File: src/rtl/csd_pkg.sv
package csd_pkg;

  typedef enum logic [1:0] {
    PH_HEADER,
    PH_PAYLOAD,
    PH_TRAILER
  } phase_t;

  localparam int HdrBytes    = 52;
  localparam int HdrCrcSpan  = 48;
  localparam int HdrStoreLen = HdrBytes - 1;

  localparam logic [5:0] HdrPosMagicEnd = 6'd3;
  localparam logic [5:0] HdrPosCrcSpan  = 6'(HdrCrcSpan);
  localparam logic [5:0] HdrPosLast     = 6'(HdrBytes - 1);

  localparam logic [7:0] MAGIC_0 = 8'h53;  // 'S'
  localparam logic [7:0] MAGIC_1 = 8'h46;  // 'F'
  localparam logic [7:0] MAGIC_2 = 8'h46;  // 'F'
  localparam logic [7:0] MAGIC_3 = 8'h31;  // '1'

  localparam logic        CMD_BYTE  = 1'b0;
  localparam logic        CMD_CLEAR = 1'b1;

  localparam logic        KIND_PAYLOAD = 1'b0;
  localparam logic        KIND_REPORT  = 1'b1;

  localparam logic [2:0] ST_OK          = 3'd0;
  localparam logic [2:0] ST_MAGIC       = 3'd1;
  localparam logic [2:0] ST_HDR_CRC     = 3'd2;
  localparam logic [2:0] ST_VERSION     = 3'd3;
  localparam logic [2:0] ST_TYPE        = 3'd4;
  localparam logic [2:0] ST_LENGTH      = 3'd5;
  localparam logic [2:0] ST_PAYLOAD_CRC = 3'd6;

  localparam logic [1:0] CFG_PAYLOAD_CAP      = 2'd0;
  localparam logic [1:0] CFG_EXPECTED_VERSION = 2'd1;
  localparam logic [1:0] CFG_LOWEST_TYPE      = 2'd2;
  localparam logic [1:0] CFG_HIGHEST_TYPE     = 2'd3;

  localparam logic [31:0] CRC_INIT = 32'hFFFF_FFFF;
  localparam logic [31:0] CRC_POLY = 32'hEDB8_8320;

  // Reflected CRC-32, one byte per call.
  function automatic logic [31:0] crc32_byte(input logic [31:0] crc, input logic [7:0] b);
    logic [31:0] c;
    c = crc ^ {24'h0, b};
    for (int i = 0; i < 8; i++) begin
      c = c[0] ? ((c >> 1) ^ CRC_POLY) : (c >> 1);
    end
    return c;
  endfunction

endpackage

File: src/rtl/crc_checked_stream_deframer.sv
// An accepted byte waits in the input register while a stalled result holds the output.
// Throughput: one byte per cycle when no result stalls; the byte-wide CRC-32 update and
// the header checks sit in the single logic stage between input and result registers.
// Results leave through a result register, so a new byte is taken while one waits.
// Synchronous active-high reset clears the frame position, CRCs, halt flag and the
// configuration registers to their defaults; the header bytes are not cleared.
module crc_checked_stream_deframer #(
  parameter int HARD_MAX_PAYLOAD = 65536
) (
  input  logic        clk,
  input  logic        rst,

  input  logic        feed_valid,
  output logic        feed_stall,
  input  logic        cmd,
  input  logic [7:0]  byte_value,

  input  logic        cfg_valid,
  output logic        cfg_ready,
  input  logic [1:0]  cfg_index,
  input  logic [16:0] cfg_data,

  output logic        res_valid,
  input  logic        res_stall,
  output logic        kind,
  output logic [7:0]  payload_byte,
  output logic [2:0]  status,
  output logic [15:0] msg_type,
  output logic [31:0] frame_flags,
  output logic [63:0] session_word,
  output logic [63:0] epoch_word,
  output logic [63:0] boot_word,
  output logic [63:0] sequence_word,
  output logic [16:0] payload_length,
  output logic        last
);
  import csd_pkg::*;

  localparam logic [31:0] HardMax = 32'(HARD_MAX_PAYLOAD);

  // Configuration registers.
  logic [16:0] payload_cap;
  logic [15:0] expected_version;
  logic [15:0] lowest_type;
  logic [15:0] highest_type;

  // Input register.
  logic        q_valid;
  logic        q_cmd;
  logic [7:0]  q_byte;

  // Frame state.
  phase_t      phase, phase_next;
  logic [5:0]  hdr_pos, hdr_pos_next;
  logic [16:0] remaining, remaining_next;
  logic [1:0]  trailer_idx, trailer_idx_next;
  logic [31:0] running_crc, running_crc_next;
  logic [31:0] trailer_crc, trailer_crc_next;
  logic        halted, halted_next;
  logic [7:0]  hdr [HdrStoreLen];
  logic        hdr_write;

  // Header fields as stored.
  logic [15:0] hdr_version;
  logic [15:0] hdr_type;
  logic [31:0] hdr_flags;
  logic [63:0] hdr_session;
  logic [63:0] hdr_epoch;
  logic [63:0] hdr_boot;
  logic [63:0] hdr_sequence;
  logic [31:0] hdr_len;
  logic [31:0] hdr_crc;
  logic [31:0] ceiling;
  logic        len_ok;

  logic        go;
  logic        accept;
  logic        emit;
  logic        emit_kind;
  logic        emit_header;
  logic [2:0]  emit_status;

  assign cfg_ready  = 1'b1;
  assign accept     = feed_valid && !feed_stall;
  assign go         = q_valid && (!res_valid || !res_stall);
  assign feed_stall = q_valid && !go;

  always_ff @(posedge clk) begin
    if (rst) begin
      payload_cap      <= 17'd65536;
      expected_version <= 16'd1;
      lowest_type      <= 16'd1;
      highest_type     <= 16'd16;
    end else if (cfg_valid && cfg_ready) begin
      case (cfg_index)
        CFG_PAYLOAD_CAP:      payload_cap      <= cfg_data;
        CFG_EXPECTED_VERSION: expected_version <= cfg_data[15:0];
        CFG_LOWEST_TYPE:      lowest_type      <= cfg_data[15:0];
        CFG_HIGHEST_TYPE:     highest_type     <= cfg_data[15:0];
        default: ;
      endcase
    end
  end

  always_ff @(posedge clk) begin
    if (rst) begin
      q_valid <= 1'b0;
    end else if (accept) begin
      q_valid <= 1'b1;
    end else if (go) begin
      q_valid <= 1'b0;
    end
  end

  always_ff @(posedge clk) begin
    if (accept) begin
      q_cmd  <= cmd;
      q_byte <= byte_value;
    end
  end

  always_comb begin
    for (int i = 0; i < 2; i++) begin
      hdr_version[8*i +: 8] = hdr[4 + i];
      hdr_type[8*i +: 8]    = hdr[6 + i];
    end
    for (int i = 0; i < 4; i++) begin
      hdr_flags[8*i +: 8] = hdr[8 + i];
      hdr_len[8*i +: 8]   = hdr[44 + i];
    end
    for (int i = 0; i < 8; i++) begin
      hdr_session[8*i +: 8]  = hdr[12 + i];
      hdr_epoch[8*i +: 8]    = hdr[20 + i];
      hdr_boot[8*i +: 8]     = hdr[28 + i];
      hdr_sequence[8*i +: 8] = hdr[36 + i];
    end
    // The last header byte is still in the input register when the check runs.
    hdr_crc = {q_byte, hdr[50], hdr[49], hdr[48]};
  end

  assign ceiling = ({15'd0, payload_cap} < HardMax) ? {15'd0, payload_cap} : HardMax;
  assign len_ok  = hdr_len <= ceiling;

  always_comb begin
    phase_next       = phase;
    hdr_pos_next     = hdr_pos;
    remaining_next   = remaining;
    trailer_idx_next = trailer_idx;
    running_crc_next = running_crc;
    trailer_crc_next = trailer_crc;
    halted_next      = halted;
    hdr_write        = 1'b0;
    emit             = 1'b0;
    emit_kind        = KIND_REPORT;
    emit_header      = 1'b0;
    emit_status      = ST_OK;

    if (q_cmd == CMD_CLEAR) begin
      phase_next       = PH_HEADER;
      hdr_pos_next     = '0;
      trailer_idx_next = '0;
      running_crc_next = CRC_INIT;
      trailer_crc_next = '0;
      halted_next      = 1'b0;
    end else if (!halted) begin
      case (phase)
        PH_HEADER: begin
          hdr_write    = hdr_pos != HdrPosLast;
          hdr_pos_next = hdr_pos + 6'd1;
          if (hdr_pos < HdrPosCrcSpan) begin
            running_crc_next = crc32_byte(running_crc, q_byte);
          end
          if (hdr_pos == HdrPosMagicEnd) begin
            if (hdr[0] != MAGIC_0 || hdr[1] != MAGIC_1 || hdr[2] != MAGIC_2 ||
                q_byte != MAGIC_3) begin
              emit        = 1'b1;
              emit_status = ST_MAGIC;
              halted_next = 1'b1;
            end
          end else if (hdr_pos == HdrPosLast) begin
            hdr_pos_next = '0;
            emit_header  = 1'b1;
            if (hdr_crc != ~running_crc) begin
              emit_status = ST_HDR_CRC;
            end else if (hdr_version != expected_version) begin
              emit_status = ST_VERSION;
            end else if (hdr_type < lowest_type || hdr_type > highest_type) begin
              emit_status = ST_TYPE;
            end else if (!len_ok) begin
              emit_status = ST_LENGTH;
            end
            if (emit_status != ST_OK) begin
              emit        = 1'b1;
              halted_next = 1'b1;
            end else begin
              running_crc_next = CRC_INIT;
              trailer_crc_next = '0;
              trailer_idx_next = '0;
              remaining_next   = hdr_len[16:0];
              phase_next       = (hdr_len == 32'd0) ? PH_TRAILER : PH_PAYLOAD;
            end
          end
        end
        PH_PAYLOAD: begin
          running_crc_next = crc32_byte(running_crc, q_byte);
          remaining_next   = remaining - 17'd1;
          emit             = 1'b1;
          emit_kind        = KIND_PAYLOAD;
          if (remaining == 17'd1) begin
            phase_next = PH_TRAILER;
          end
        end
        PH_TRAILER: begin
          // Little-endian trailer: bytes shift in from the top.
          trailer_crc_next = {q_byte, trailer_crc[31:8]};
          trailer_idx_next = trailer_idx + 2'd1;
          if (trailer_idx == 2'd3) begin
            emit        = 1'b1;
            emit_header = 1'b1;
            if (trailer_crc_next != ~running_crc) begin
              emit_status = ST_PAYLOAD_CRC;
              halted_next = 1'b1;
            end else begin
              phase_next       = PH_HEADER;
              hdr_pos_next     = '0;
              running_crc_next = CRC_INIT;
              trailer_crc_next = '0;
            end
          end
        end
        default: begin
          phase_next = PH_HEADER;
        end
      endcase
    end
  end

  always_ff @(posedge clk) begin
    if (rst) begin
      phase       <= PH_HEADER;
      hdr_pos     <= '0;
      remaining   <= '0;
      trailer_idx <= '0;
      running_crc <= CRC_INIT;
      trailer_crc <= '0;
      halted      <= 1'b0;
    end else if (go) begin
      phase       <= phase_next;
      hdr_pos     <= hdr_pos_next;
      remaining   <= remaining_next;
      trailer_idx <= trailer_idx_next;
      running_crc <= running_crc_next;
      trailer_crc <= trailer_crc_next;
      halted      <= halted_next;
    end
  end

  always_ff @(posedge clk) begin
    if (go && hdr_write) begin
      hdr[hdr_pos] <= q_byte;
    end
  end

  always_ff @(posedge clk) begin
    if (rst) begin
      res_valid <= 1'b0;
    end else if (go) begin
      res_valid <= emit;
    end else if (!res_stall) begin
      res_valid <= 1'b0;
    end
  end

  always_ff @(posedge clk) begin
    if (go && emit) begin
      kind           <= emit_kind;
      last           <= emit_kind == KIND_REPORT;
      payload_byte   <= (emit_kind == KIND_PAYLOAD) ? q_byte : 8'd0;
      status         <= emit_status;
      msg_type       <= emit_header ? hdr_type : 16'd0;
      frame_flags    <= emit_header ? hdr_flags : 32'd0;
      session_word   <= emit_header ? hdr_session : 64'd0;
      epoch_word     <= emit_header ? hdr_epoch : 64'd0;
      boot_word      <= emit_header ? hdr_boot : 64'd0;
      sequence_word  <= emit_header ? hdr_sequence : 64'd0;
      payload_length <= (emit_header && len_ok) ? hdr_len[16:0] : 17'd0;
    end
  end

  a_payload_clean: assert property (@(posedge clk) disable iff (rst)
    res_valid && kind == KIND_PAYLOAD |-> !last && status == ST_OK)
    else $error("payload item carries report fields");

  a_error_halts: assert property (@(posedge clk) disable iff (rst)
    go && emit && emit_status != ST_OK |=> halted)
    else $error("error report did not halt the stream");

  a_payload_count: assert property (@(posedge clk) disable iff (rst)
    phase == PH_PAYLOAD |-> remaining != 17'd0)
    else $error("payload phase with nothing left to take");

  a_hdr_pos_range: assert property (@(posedge clk) disable iff (rst)
    phase == PH_HEADER |-> hdr_pos <= HdrPosLast)
    else $error("header position past the header");

  a_stall_only_full: assert property (@(posedge clk) disable iff (rst)
    feed_stall |-> q_valid && res_valid && res_stall)
    else $error("input stalled without a full pipeline");

endmodule

File: config.mk
export PLATFORM = sky130hd
export DESIGN_NAME = crc_checked_stream_deframer
export DESIGN_NICKNAME = d
export VERILOG_FILES = /design/src/rtl/csd_pkg.sv /design/src/rtl/crc_checked_stream_deframer.sv
export SDC_FILE = /design/constraint.sdc
export NUM_CORES = 1
export LEC_CHECK = 0
export BUFFER_PORTS_ARGS = -buffer_cell sky130_fd_sc_hd__clkbuf_2
export CORE_UTILIZATION = 30
export CTS_CLUSTER_DIAMETER = 50
export CTS_CLUSTER_SIZE = 40
export DETAILED_ROUTE_END_ITERATION = 10
export GPL_TIMING_DRIVEN = 0
export PLACE_DENSITY = 0.48
export SLEW_MARGIN = 20
export SYNTH_ARGS = -nofsm -noshare
export SYNTH_HDL_FRONTEND = slang
export SYNTH_SLANG_ARGS = --single-unit
File: constraint.sdc
create_clock -name clk -period 18.7 [get_ports clk]
set_clock_uncertainty 0.05 [all_clocks]
set_input_delay 1.87 -clock clk [delete_from_list [all_inputs] [get_ports clk]]
set_output_delay 1.87 -clock clk [all_outputs]
set_load 0.01 [all_outputs]
# Yosys cells after proc, flatten, opt, wreduce, memory -nomap -nowiden

Memories as Yosys holds them, arrays and structs flattened. A register that Yosys moved wholly into a read port is not among the register bits.
Index checks and enable logic that the tools add are counted.

$add $sub $neg: 3
Magnitude comparators: 5
Eq/ne operators: 28
Multiplexer cells: 98
Bitwise gates (word level): 12
Reductions and logical operators: 69

Operators by type and width:

| operator              | number |
|---|---|
| $mux 32               | 23 |
| $not 13->14           | 8 |
| $pmux 32 s3           | 1 |
| $mux 17               | 4 |
| $ne 32x32->1          | 2 |
| $pmux 32 s2           | 1 |
| $logic_not 1->1       | 40 |
| $mux 3                | 13 |
| $mux 6                | 6 |
| $pmux 17 s2           | 1 |
| $le 32x17->1          | 1 |
| $logic_not 32->1      | 1 |
| $not 32->32           | 1 |
| $xor 32x8->32         | 1 |
| $mux 1                | 28 |
| $mux 2                | 14 |
| $ne 8x7->1 const B    | 3 |
| $ne 3x3->1 const B    | 6 |
| $eq 17x1->1 const B   | 1 |
| $lt 17x17->1 const B  | 1 |
| $sub 17x1->17 const B | 1 |
| $gt 16x16->1          | 1 |
| $lt 16x16->1          | 1 |
| $ne 16x16->1          | 1 |
| other kinds (30)      | 55 |

Register bits: 213
Memory bits (writable): 408
Output and inout port bits: 337
Word-level logic and storage cells: 236
Memories: 1

Memories:

| name | depth | bits a word | read ports | clocked after memory_dff | write ports | RTL line                          | text |
|---|---|---|---|---|---|---|---|
| hdr  | 51    | 8           | 50         | 36                       | 1           | crc_checked_stream_deframer.sv:60 | `logic [7:0] hdr [HdrStoreLen];` |

# Logic depth before layout (Yosys ltp)

Gate-level depths: netlist (run 1).

Depth in word-level cells: 24
Gate-level depth with buffers: 13
Depth with buffers taken out: 11

# Worst setup path after synthesis (run 1)

Ideal clock, no wire load.

Path kind: input port to flip-flop
Start: input port res_stall
End: register boot_word[0], read port of hdr (enable)
Library setup time: 684 ps
Data arrival time: 9098 ps
Required time: 17966 ps
Path slack: 8869 ps
Stages on the path: 6
Path through: nand2_1 -> and2_1 -> clkbuf_1 -> nand2_1 -> a211o_1 -> inv_1

Cells in the longest elaborated chain, start to end: 4

Ends and longest elaborated chain:

| element           | RTL line                           | text |
|---|---|---|
| from (decl)       | crc_checked_stream_deframer.sv:24  | `input logic res_stall,` |
| $logic_not 1->1   | -                                  |  |
| $logic_or 1x1->1  | crc_checked_stream_deframer.sv:85  | `assign go = q_valid && (!res_valid \|\| !res_stall);` |
| $logic_and 1x1->1 | crc_checked_stream_deframer.sv:85  |  |
| $logic_and 1x1->1 | crc_checked_stream_deframer.sv:275 | `if (go && emit) begin` |
| to (decl)         | crc_checked_stream_deframer.sv:32  | `output logic [63:0] boot_word,` |

Every way passes these cells.
A chain may end at the register's enable or synchronous reset.

==> flow_metrics.py, run 1 <==
metrics = {
    "final_layout": {
        "mostFrequentLayoutCell": "sky130_fd_sc_hd__edfxtp_1",
        "area_growth_pct": 24.2,
        "mostFrequentLayoutCells": "sky130_fd_sc_hd__edfxtp_1, sky130_fd_sc_hd__clkbuf_2, sky130_fd_sc_hd__and2_1, sky130_fd_sc_hd__nand2_1, sky130_fd_sc_hd__a21oi_1",
        "post_layout_utilization_of_the_core_pct": 37.7,
        "final_design_area_no_fill_um2": 43400,
        "layout.nets": 3167,
        "post_route_cells_drive_above_1_share_pct": 20.4,
        "diodes": 0,
    },
    "yosys": {
        "synth-seq-area-share_pct": 72.4,
        "yosys.area.top_type": "sky130_fd_sc_hd__edfxtp_1",
        "synth_seq_cells": 893,
        "mappedNetlistNets": 2641,
        "async_flop_share_pct": 0,
        "synthesis.area_um2": 34900,
        "synth_enable_flop_cells": 742,
        "syn_area_per_cell_um2": 13.7,
        "ys_types": 73,
        "synth_top_cells_by_area": "sky130_fd_sc_hd__edfxtp_1, sky130_fd_sc_hd__dfxtp_1, sky130_fd_sc_hd__and2_1",
        "synth_top_flop_cell": "sky130_fd_sc_hd__edfxtp_1",
        "syn_inst": 2552,
        "yosys_warnings": 0,
        "yosysTopAreaCellShare_pct": 63.8,
    },
    "clocking": {
        "cts-htree-levels": 3,
        "clock_insertion_delay_at_the_later_pin_of_the_skew_report_ns": 0.71,
        "cts-root-to-sink-buffers": 3,
        "cts_buffers": 108,
        "clock_tree_from_tritoncts": "yes",
        "post_cts_buffers": 0,
        "cts_root_buffer": "sky130_fd_sc_hd__clkbuf_16",
        "clock_sink_count": 893,
        "clkTransAtPathRegs_ns": 0.06,
        "number_of_hold_buffers_added_after_cts": 0,
        "cts_resized": 0,
    },
    "run_status": {
        "run_status": "finished clean",
    },
    "route": {
        "drt.antenna.violating_nets": 0,
        "wire_per_inst_um": 21.7,
        "first_pass_iters": 5,
        "via_count": 21700,
        "initialDrtViolationCount": 1520,
        "wirelength_routed_um": 102000,
        "drc_errors": 0,
        "vias_per_cell": 4.63,
    },
    "timing": {
        "setup_viol": 0,
        "setup_repair_after_global_routing_missed_its_margin": "no",
        "clock.fmax_ghz": 0.207,
        "hold_violations": 0,
        "worst_slew_pin_slew_ns": 1.06,
        "fin_crit_sh_pct": 25.8,
        "relSlewSlack_pct": 29.3,
        "report.final.slew_viol_count": 0,
        "timing.setup.tns_ns": 0,
        "finalWorstPathRequiredPeriod_ns": 4.83,
    },
    "grt": {
        "grt_pass1_wl_um": 144000,
        "grt_max_degree": 97,
        "grt-ovfl-total": 0,
        "antenna_violations_before_repair": 6,
        "first_global_vias": 20700,
        "grt_util_overall_pct": 16.9,
    },
    "placement": {
        "placement.io_buffers": 367,
        "place_hpwl_um": 72000,
        "placed_area_um2": 39600,
        "gpl.final_weighted_congestion": 0.861,
    },
    "power_and_ir_drop": {
        "worst_ir_drop_vdd_v": 0.0000759,
        "pwr_density_cell_nw_per_um2": 108,
        "total_power_mw": 4.69,
        "power.leakage_nw": 16.3,
    },
    "setup_path": {
        "critical_path.startpoint_type": "register",
        "timing_worst_setup_path_type": "reg -> reg",
        "req_time_crit_path_ns": 18.99,
        "critPathArrivalTime_ns": 5.12,
        "critical_path.endpoint_type": "register",
        "crit_path_max_fanout": 96,
    },
    "floorplanning": {
        "row_count": 124,
        "floorplan.core_area_um2": 115000,
        "die_w_um": 343,
        "die_area_um2": 118000,
        "die_y_um": 343,
        "num_io_pins": 370,
        "initial_standard_cell_utilization_of_the_core_pct": 30.4,
    },
    "flow_run": {
        "max-cap-violations": 0,
    },
    "min_path": {
        "timing.hold.worst.class": "reg -> reg",
    },
}
-- cells in the mapped netlist, drive strengths merged (47+ instances only) --
cell type / n
o21ai: 74
xnor2: 61
xor2: 81
ha: 56
nand3: 47
edfxtp: 742
clkbuf: 122
inv: 52
a21oi: 163
nand2: 246
and2: 307
nor2: 139
dfxtp: 151
-- state kept, by name, summed over array words and instances (netlist names), 16 cells and up --
name              count
epoch_word           64
lowest_type          16
trailer_crc          24
payload_cap          17
remaining            17
sequence_word        64
payload_length       17
msg_type             16
running_crc          32
expected_version     16
frame_flags          32
boot_word            64
highest_type         16
session_word         64
hdr                 400
-- final cells by class --
class	count	area [um^2]
Fill cell	11100	71600
Clock inverter	83	1050
Clock buffer	117	2770
Sequential cell	893	25300
Inverter	53	206
Timing Repair Buffer	416	2700
Tap cell	1512	1890
Multi-Input combinational cell	1465	8900
Buffer	141	574
-- path summary, 6_finish.rpt --
kind | startpoint | end | slack, ns | cells after the start
max | hdr[7][3] | msg_type[4] | 13.87 | 10
min | highest_type[11] | highest_type[11] | 0.40 | 2
max reg2reg | hdr[7][3] | msg_type[4] | 13.87 | 10
min reg2reg | highest_type[11] | highest_type[11] | 0.40 | 2
-- routing by layer --
layer	global-route usage [%]	up-vias	wire (um)
met2	27.0	688	47700
met5	0	-	25
met4	5.64	4	2750
met3	2.86	151	5330
met1	23.2	10600	45900
li1	-	10300	-
-- worst max-delay path, stage by stage, from the launching register on --
cell                       delay (ns)
sky130_fd_sc_hd__edfxtp_1        0.47
sky130_fd_sc_hd__ha_1            0.36
sky130_fd_sc_hd__nand4_1         0.20
sky130_fd_sc_hd__or4_1           0.55
sky130_fd_sc_hd__o32ai_1         0.86
sky130_fd_sc_hd__nor2_1          0.18
sky130_fd_sc_hd__a2111o_1        0.39
sky130_fd_sc_hd__a21oi_1         0.26
sky130_fd_sc_hd__a211o_1         0.34
sky130_fd_sc_hd__inv_8           0.26
sky130_fd_sc_hd__buf_16          0.32
-- power by group --
| part | total [mW] | switching, mW | internal, mW |
|---|---|---|---|
| combinational | 0.345 | 0.213 | 0.132 |
| sequential | 2.18 | 0.0161 | 2.16 |
| clock | 2.17 | 0.966 | 1.20 |
-- through the flow --
stage	worst slack (ns)	cells	hold slack, ns
global route	13.82	4680	0.423
floorplan	8.87	2552	0.378
CTS	13.94	4680	0.404
global placement	3.22	4431	0.395
finish	13.87	4680	0.404
detailed placement	13.24	4480	0.396
-- cells by family (layout without fill, tap and decap cells) --
group	after synthesis	after routing	synth area share, %
AOI/OAI and AO/OA	336	336	5.78
xor gates and xnor gates	142	142	3.58
adders and majority gates	56	56	2.01
buffers and inverters	194	810	2.21
DFF	893	893	72.4
muxes	15	15	0.440
other	1	1	0.0107
and+or+nand+nor	915	915	13.5
No activity file was read; power rests on OpenSTA's default activity.
==> inputs of run 2 (changes only) <==
- ABC_AREA: unset -> 1
- PLACE_DENSITY: 0.48 -> 0.5
- clock period: 18.7 -> 4.43 ns (I/O delays scaled with it)
==> run 2 against run 1 <==
Net effect: sequential share of layout area is 2.3 points lower; clock power rose to 4.3 times the previous value; via count is 11% higher; sequential power increased to 4.3 times the previous value; core utilization about the same; synthesized cell count grew 27%; largest power group unchanged; highest routed layer is now met4.
==> flow_metrics.py, run 2 <==
metrics = {
    "grt": {
        "met3_usage_in_global_routing_pct": 2.90,
        "use_met2_pct": 27.6,
        "gr-usage-met1_pct": 22.7,
        "first_global_vias": 23200,
        "grt-ovfl-total": 0,
        "grt_max_degree": 37,
        "layer_with_the_highest_usage": "met2",
        "grt_util_overall_pct": 17.0,
        "antenna_violations_before_repair": 1,
        "grt_pass1_wl_um": 152000,
    },
    "timing": {
        "finalWorstPathRequiredPeriod_ns": 4.10,
        "clock.fmax_ghz": 0.244,
        "report.final.slew_viol_count": 0,
        "setup_viol": 0,
        "setup_repair_after_global_routing_missed_its_margin": "no",
        "fin_hold_ws_ns": 0.0595,
        "fin_crit_sh_pct": 92.6,
        "relSlewSlack_pct": 23.4,
        "worst_slew_pin_slew_ns": 1.14,
        "hold_violations": 0,
    },
    "min_path": {
        "worstHoldStart": "cfg_data[13]",
        "timing.hold.worst.class": "in -> reg",
    },
    "yosys": {
        "yosysTopAreaCellShare_pct": 61.5,
        "synth_top_flop_cell": "sky130_fd_sc_hd__edfxtp_1",
        "yosys-top-cells-count": "sky130_fd_sc_hd__edfxtp_1, sky130_fd_sc_hd__nor2_1, sky130_fd_sc_hd__inv_1",
        "mappedNetlistNets": 3323,
        "synth_seq_cells": 893,
        "synth_xor_area_share_pct": 3.40,
        "simple_gate_share_of_the_synthesized_area_pct": 13.2,
        "synth_compound_area_share_pct": 4.81,
        "post_synth_fa_ha_maj_area_fraction_pct": 1.93,
        "ys_types": 47,
        "synth_enable_flop_cells": 742,
        "syn_inst": 3234,
        "synth_top_cells_by_area": "sky130_fd_sc_hd__edfxtp_1, sky130_fd_sc_hd__dfxtp_1, sky130_fd_sc_hd__nor2_1",
        "synth-seq-area-share_pct": 69.9,
        "synth_most_common_cell": "sky130_fd_sc_hd__edfxtp_1",
        "post_synth_mux_area_share_pct": 0,
        "yosys.area.top_type": "sky130_fd_sc_hd__edfxtp_1",
        "synthesis.area_um2": 36200,
        "synth_top_family_by_area": "simple AND/OR/NAND/NOR gates",
        "yosys_warnings": 0,
        "syn_area_per_cell_um2": 11.2,
        "async_flop_share_pct": 0,
    },
    "setup_path": {
        "worstRegToRegCells": 20,
        "crit_path_max_fanout": 35,
        "timing_worst_setup_path_type": "reg -> reg",
        "critical_path.endpoint_type": "register",
        "crit_end": "boot_word[10]",
        "ff2ff_setup_slack_ns": 0.33,
        "critPathArrivalTime_ns": 4.47,
        "timing.critical_path.from": "q_byte[5]",
        "req_time_crit_path_ns": 4.80,
        "critical_path.startpoint_type": "register",
        "reg2reg_from": "q_byte[5]",
        "timing.rr.end": "boot_word[10]",
    },
    "final_layout": {
        "post_route_cells_drive_above_1_share_pct": 17.5,
        "max_flop_register": "hdr",
        "nFillCells": 11800,
        "largest_register_ff_count": 400,
        "area_growth_pct": 24.7,
        "mostFrequentLayoutCells": "sky130_fd_sc_hd__edfxtp_1, sky130_fd_sc_hd__nor2_1, sky130_fd_sc_hd__inv_1, sky130_fd_sc_hd__nand2_1, sky130_fd_sc_hd__clkbuf_2",
        "mostFrequentLayoutCell": "sky130_fd_sc_hd__edfxtp_1",
        "layout.nets": 3878,
    },
    "power_and_ir_drop": {
        "power.leakage_nw": 19.2,
        "pwr_density_cell_nw_per_um2": 446,
        "worst_ir_drop_vdd_v": 0.000286,
        "total_power_mw": 20.2,
    },
    "route": {
        "via_count": 24100,
        "wire_per_inst_um": 19.2,
        "initialDrtViolationCount": 1646,
        "first_pass_iters": 7,
        "drt.antenna.violating_nets": 0,
        "drc_errors": 0,
        "vias_per_cell": 4.39,
        "wirelength_routed_um": 106000,
    },
    "clocking": {
        "clkTransAtPathRegs_ns": 0.07,
        "clock_tree_from_tritoncts": "yes",
        "clock_sink_count": 893,
        "clock_insertion_delay_at_the_later_pin_of_the_skew_report_ns": 0.69,
        "cts_root_buffer": "sky130_fd_sc_hd__clkbuf_16",
        "cts-htree-levels": 3,
        "cts-root-to-sink-buffers": 3,
        "cts_buffers": 101,
    },
    "floorplanning": {
        "num_io_pins": 370,
        "row_count": 127,
        "die_w_um": 349,
        "die_area_um2": 122000,
        "initial_standard_cell_utilization_of_the_core_pct": 30.2,
        "floorplan.core_area_um2": 120000,
        "die_y_um": 349,
    },
    "flow_run": {
        "max-cap-violations": 0,
    },
    "placement": {
        "place_hpwl_um": 76200,
        "gpl.final_weighted_congestion": 0.886,
        "placement.io_buffers": 367,
    },
    "run_status": {
        "run_status": "finished clean",
    },
}
==> run 2: report_power, final <==
part	internal [mW]	switching, mW	leakage, nW
Combinational	0.574	1.04	8.77
Sequential	9.15	0.123	8.66
Clock	5.36	3.91	1.82
Total	15.1	5.07	19.2
==> run 2: how the worst min path moves through the flow <==
stage,end,slack [ns],depth (start not counted)
2_1_floorplan,lowest_type[0],0.38,2
3_3_place_gp,lowest_type[1],0.40,2
3_5_place_dp,lowest_type[10],0.40,2
4_1_cts,payload_cap[13],0.003,3
5_1_grt,payload_cap[14],0.04,3
6_report,payload_cap[13],0.06,3
==> run 2: layout make-up <==
type | count | area, um^2 | share of cell area, %
Antenna cell | 1 | 2.50 | 0.00554
Buffer | 114 | 492 | 1.09
Clock buffer | 110 | 2650 | 5.86
Clock inverter | 80 | 1140 | 2.52
Inverter | 519 | 1960 | 4.33
Multi-Input combinational cell | 1707 | 8490 | 18.8
Sequential cell | 893 | 25300 | 56.0
Tap cell | 1612 | 2020 | 4.47
Timing Repair Buffer | 453 | 3120 | 6.90
==> run 2: timing repair <==
action	in CTS	in global routing
gates cloned	0	1
hold buffers	16	0
resized for setup	0	3
buffers inserted	1	15
endpoints found under the hold margin	19	0
endpoints found under the setup margin	62	158
==> run 2: cells by family (layout without fill, tap and decap cells) <==
kind of cell	count (synthesis)	in the layout
AND/OR/NAND/NOR	1176	1176
XOR/XNOR	134	134
flip-flops	893	893
adder cells (fa/ha/maj)	56	56
AO/OA/AOI/OAI	340	340
buffers and inverters	634	1276
other	1	2
==> run 2: critical path, cell delays in order, from the launching register on <==
cell                         delay (ns)
sky130_fd_sc_hd__edfxtp_1          0.84
sky130_fd_sc_hd__buf_16            0.23
sky130_fd_sc_hd__xor2_1            0.19
sky130_fd_sc_hd__nand2_1           0.07
sky130_fd_sc_hd__nor2_1            0.09
sky130_fd_sc_hd__nand2_1           0.12
sky130_fd_sc_hd__nor2_1            0.16
sky130_fd_sc_hd__nand2_1           0.08
sky130_fd_sc_hd__nor2_2            0.13
sky130_fd_sc_hd__nand3_2           0.14
sky130_fd_sc_hd__nand2_1           0.09
sky130_fd_sc_hd__nand2_1           0.05
sky130_fd_sc_hd__nand2_1           0.12
sky130_fd_sc_hd__nand2_1           0.08
sky130_fd_sc_hd__nand2_2           0.13
sky130_fd_sc_hd__clkinvlp_4        0.23
sky130_fd_sc_hd__buf_12            0.22
sky130_fd_sc_hd__buf_16            0.20
sky130_fd_sc_hd__buf_16            0.18
sky130_fd_sc_hd__buf_12            0.17
sky130_fd_sc_hd__buf_16            0.19
==> run 2: routing by layer <==
metal	wire [um]	up-vias
met5	0	-
met2	48800	672
met4	3550	0
met1	47800	11500
met3	5400	162
li1	-	11700
==> run 2: per-stage QoR <==
| stage | cell area (um^2) | TNS [ns] | instances | utilization (%) | setup WS [ns] |
|---|---|---|---|---|---|
| after floorplan | 36200 | -1053.93 | 3234 | - | -3.16 |
| after global placement | 40100 | -3122.79 | 5213 | 33.4 | -9.26 |
| after detailed placement | 41000 | -7.00 | 5266 | 34.2 | -0.129 |
| after CTS | 45000 | 0 | 5472 | 37.5 | 0.0215 |
| after global routing | 45200 | 0 | 5488 | 37.7 | 0.000778 |
| final | 45200 | 0 | 5489 | 37.7 | 0.326 |
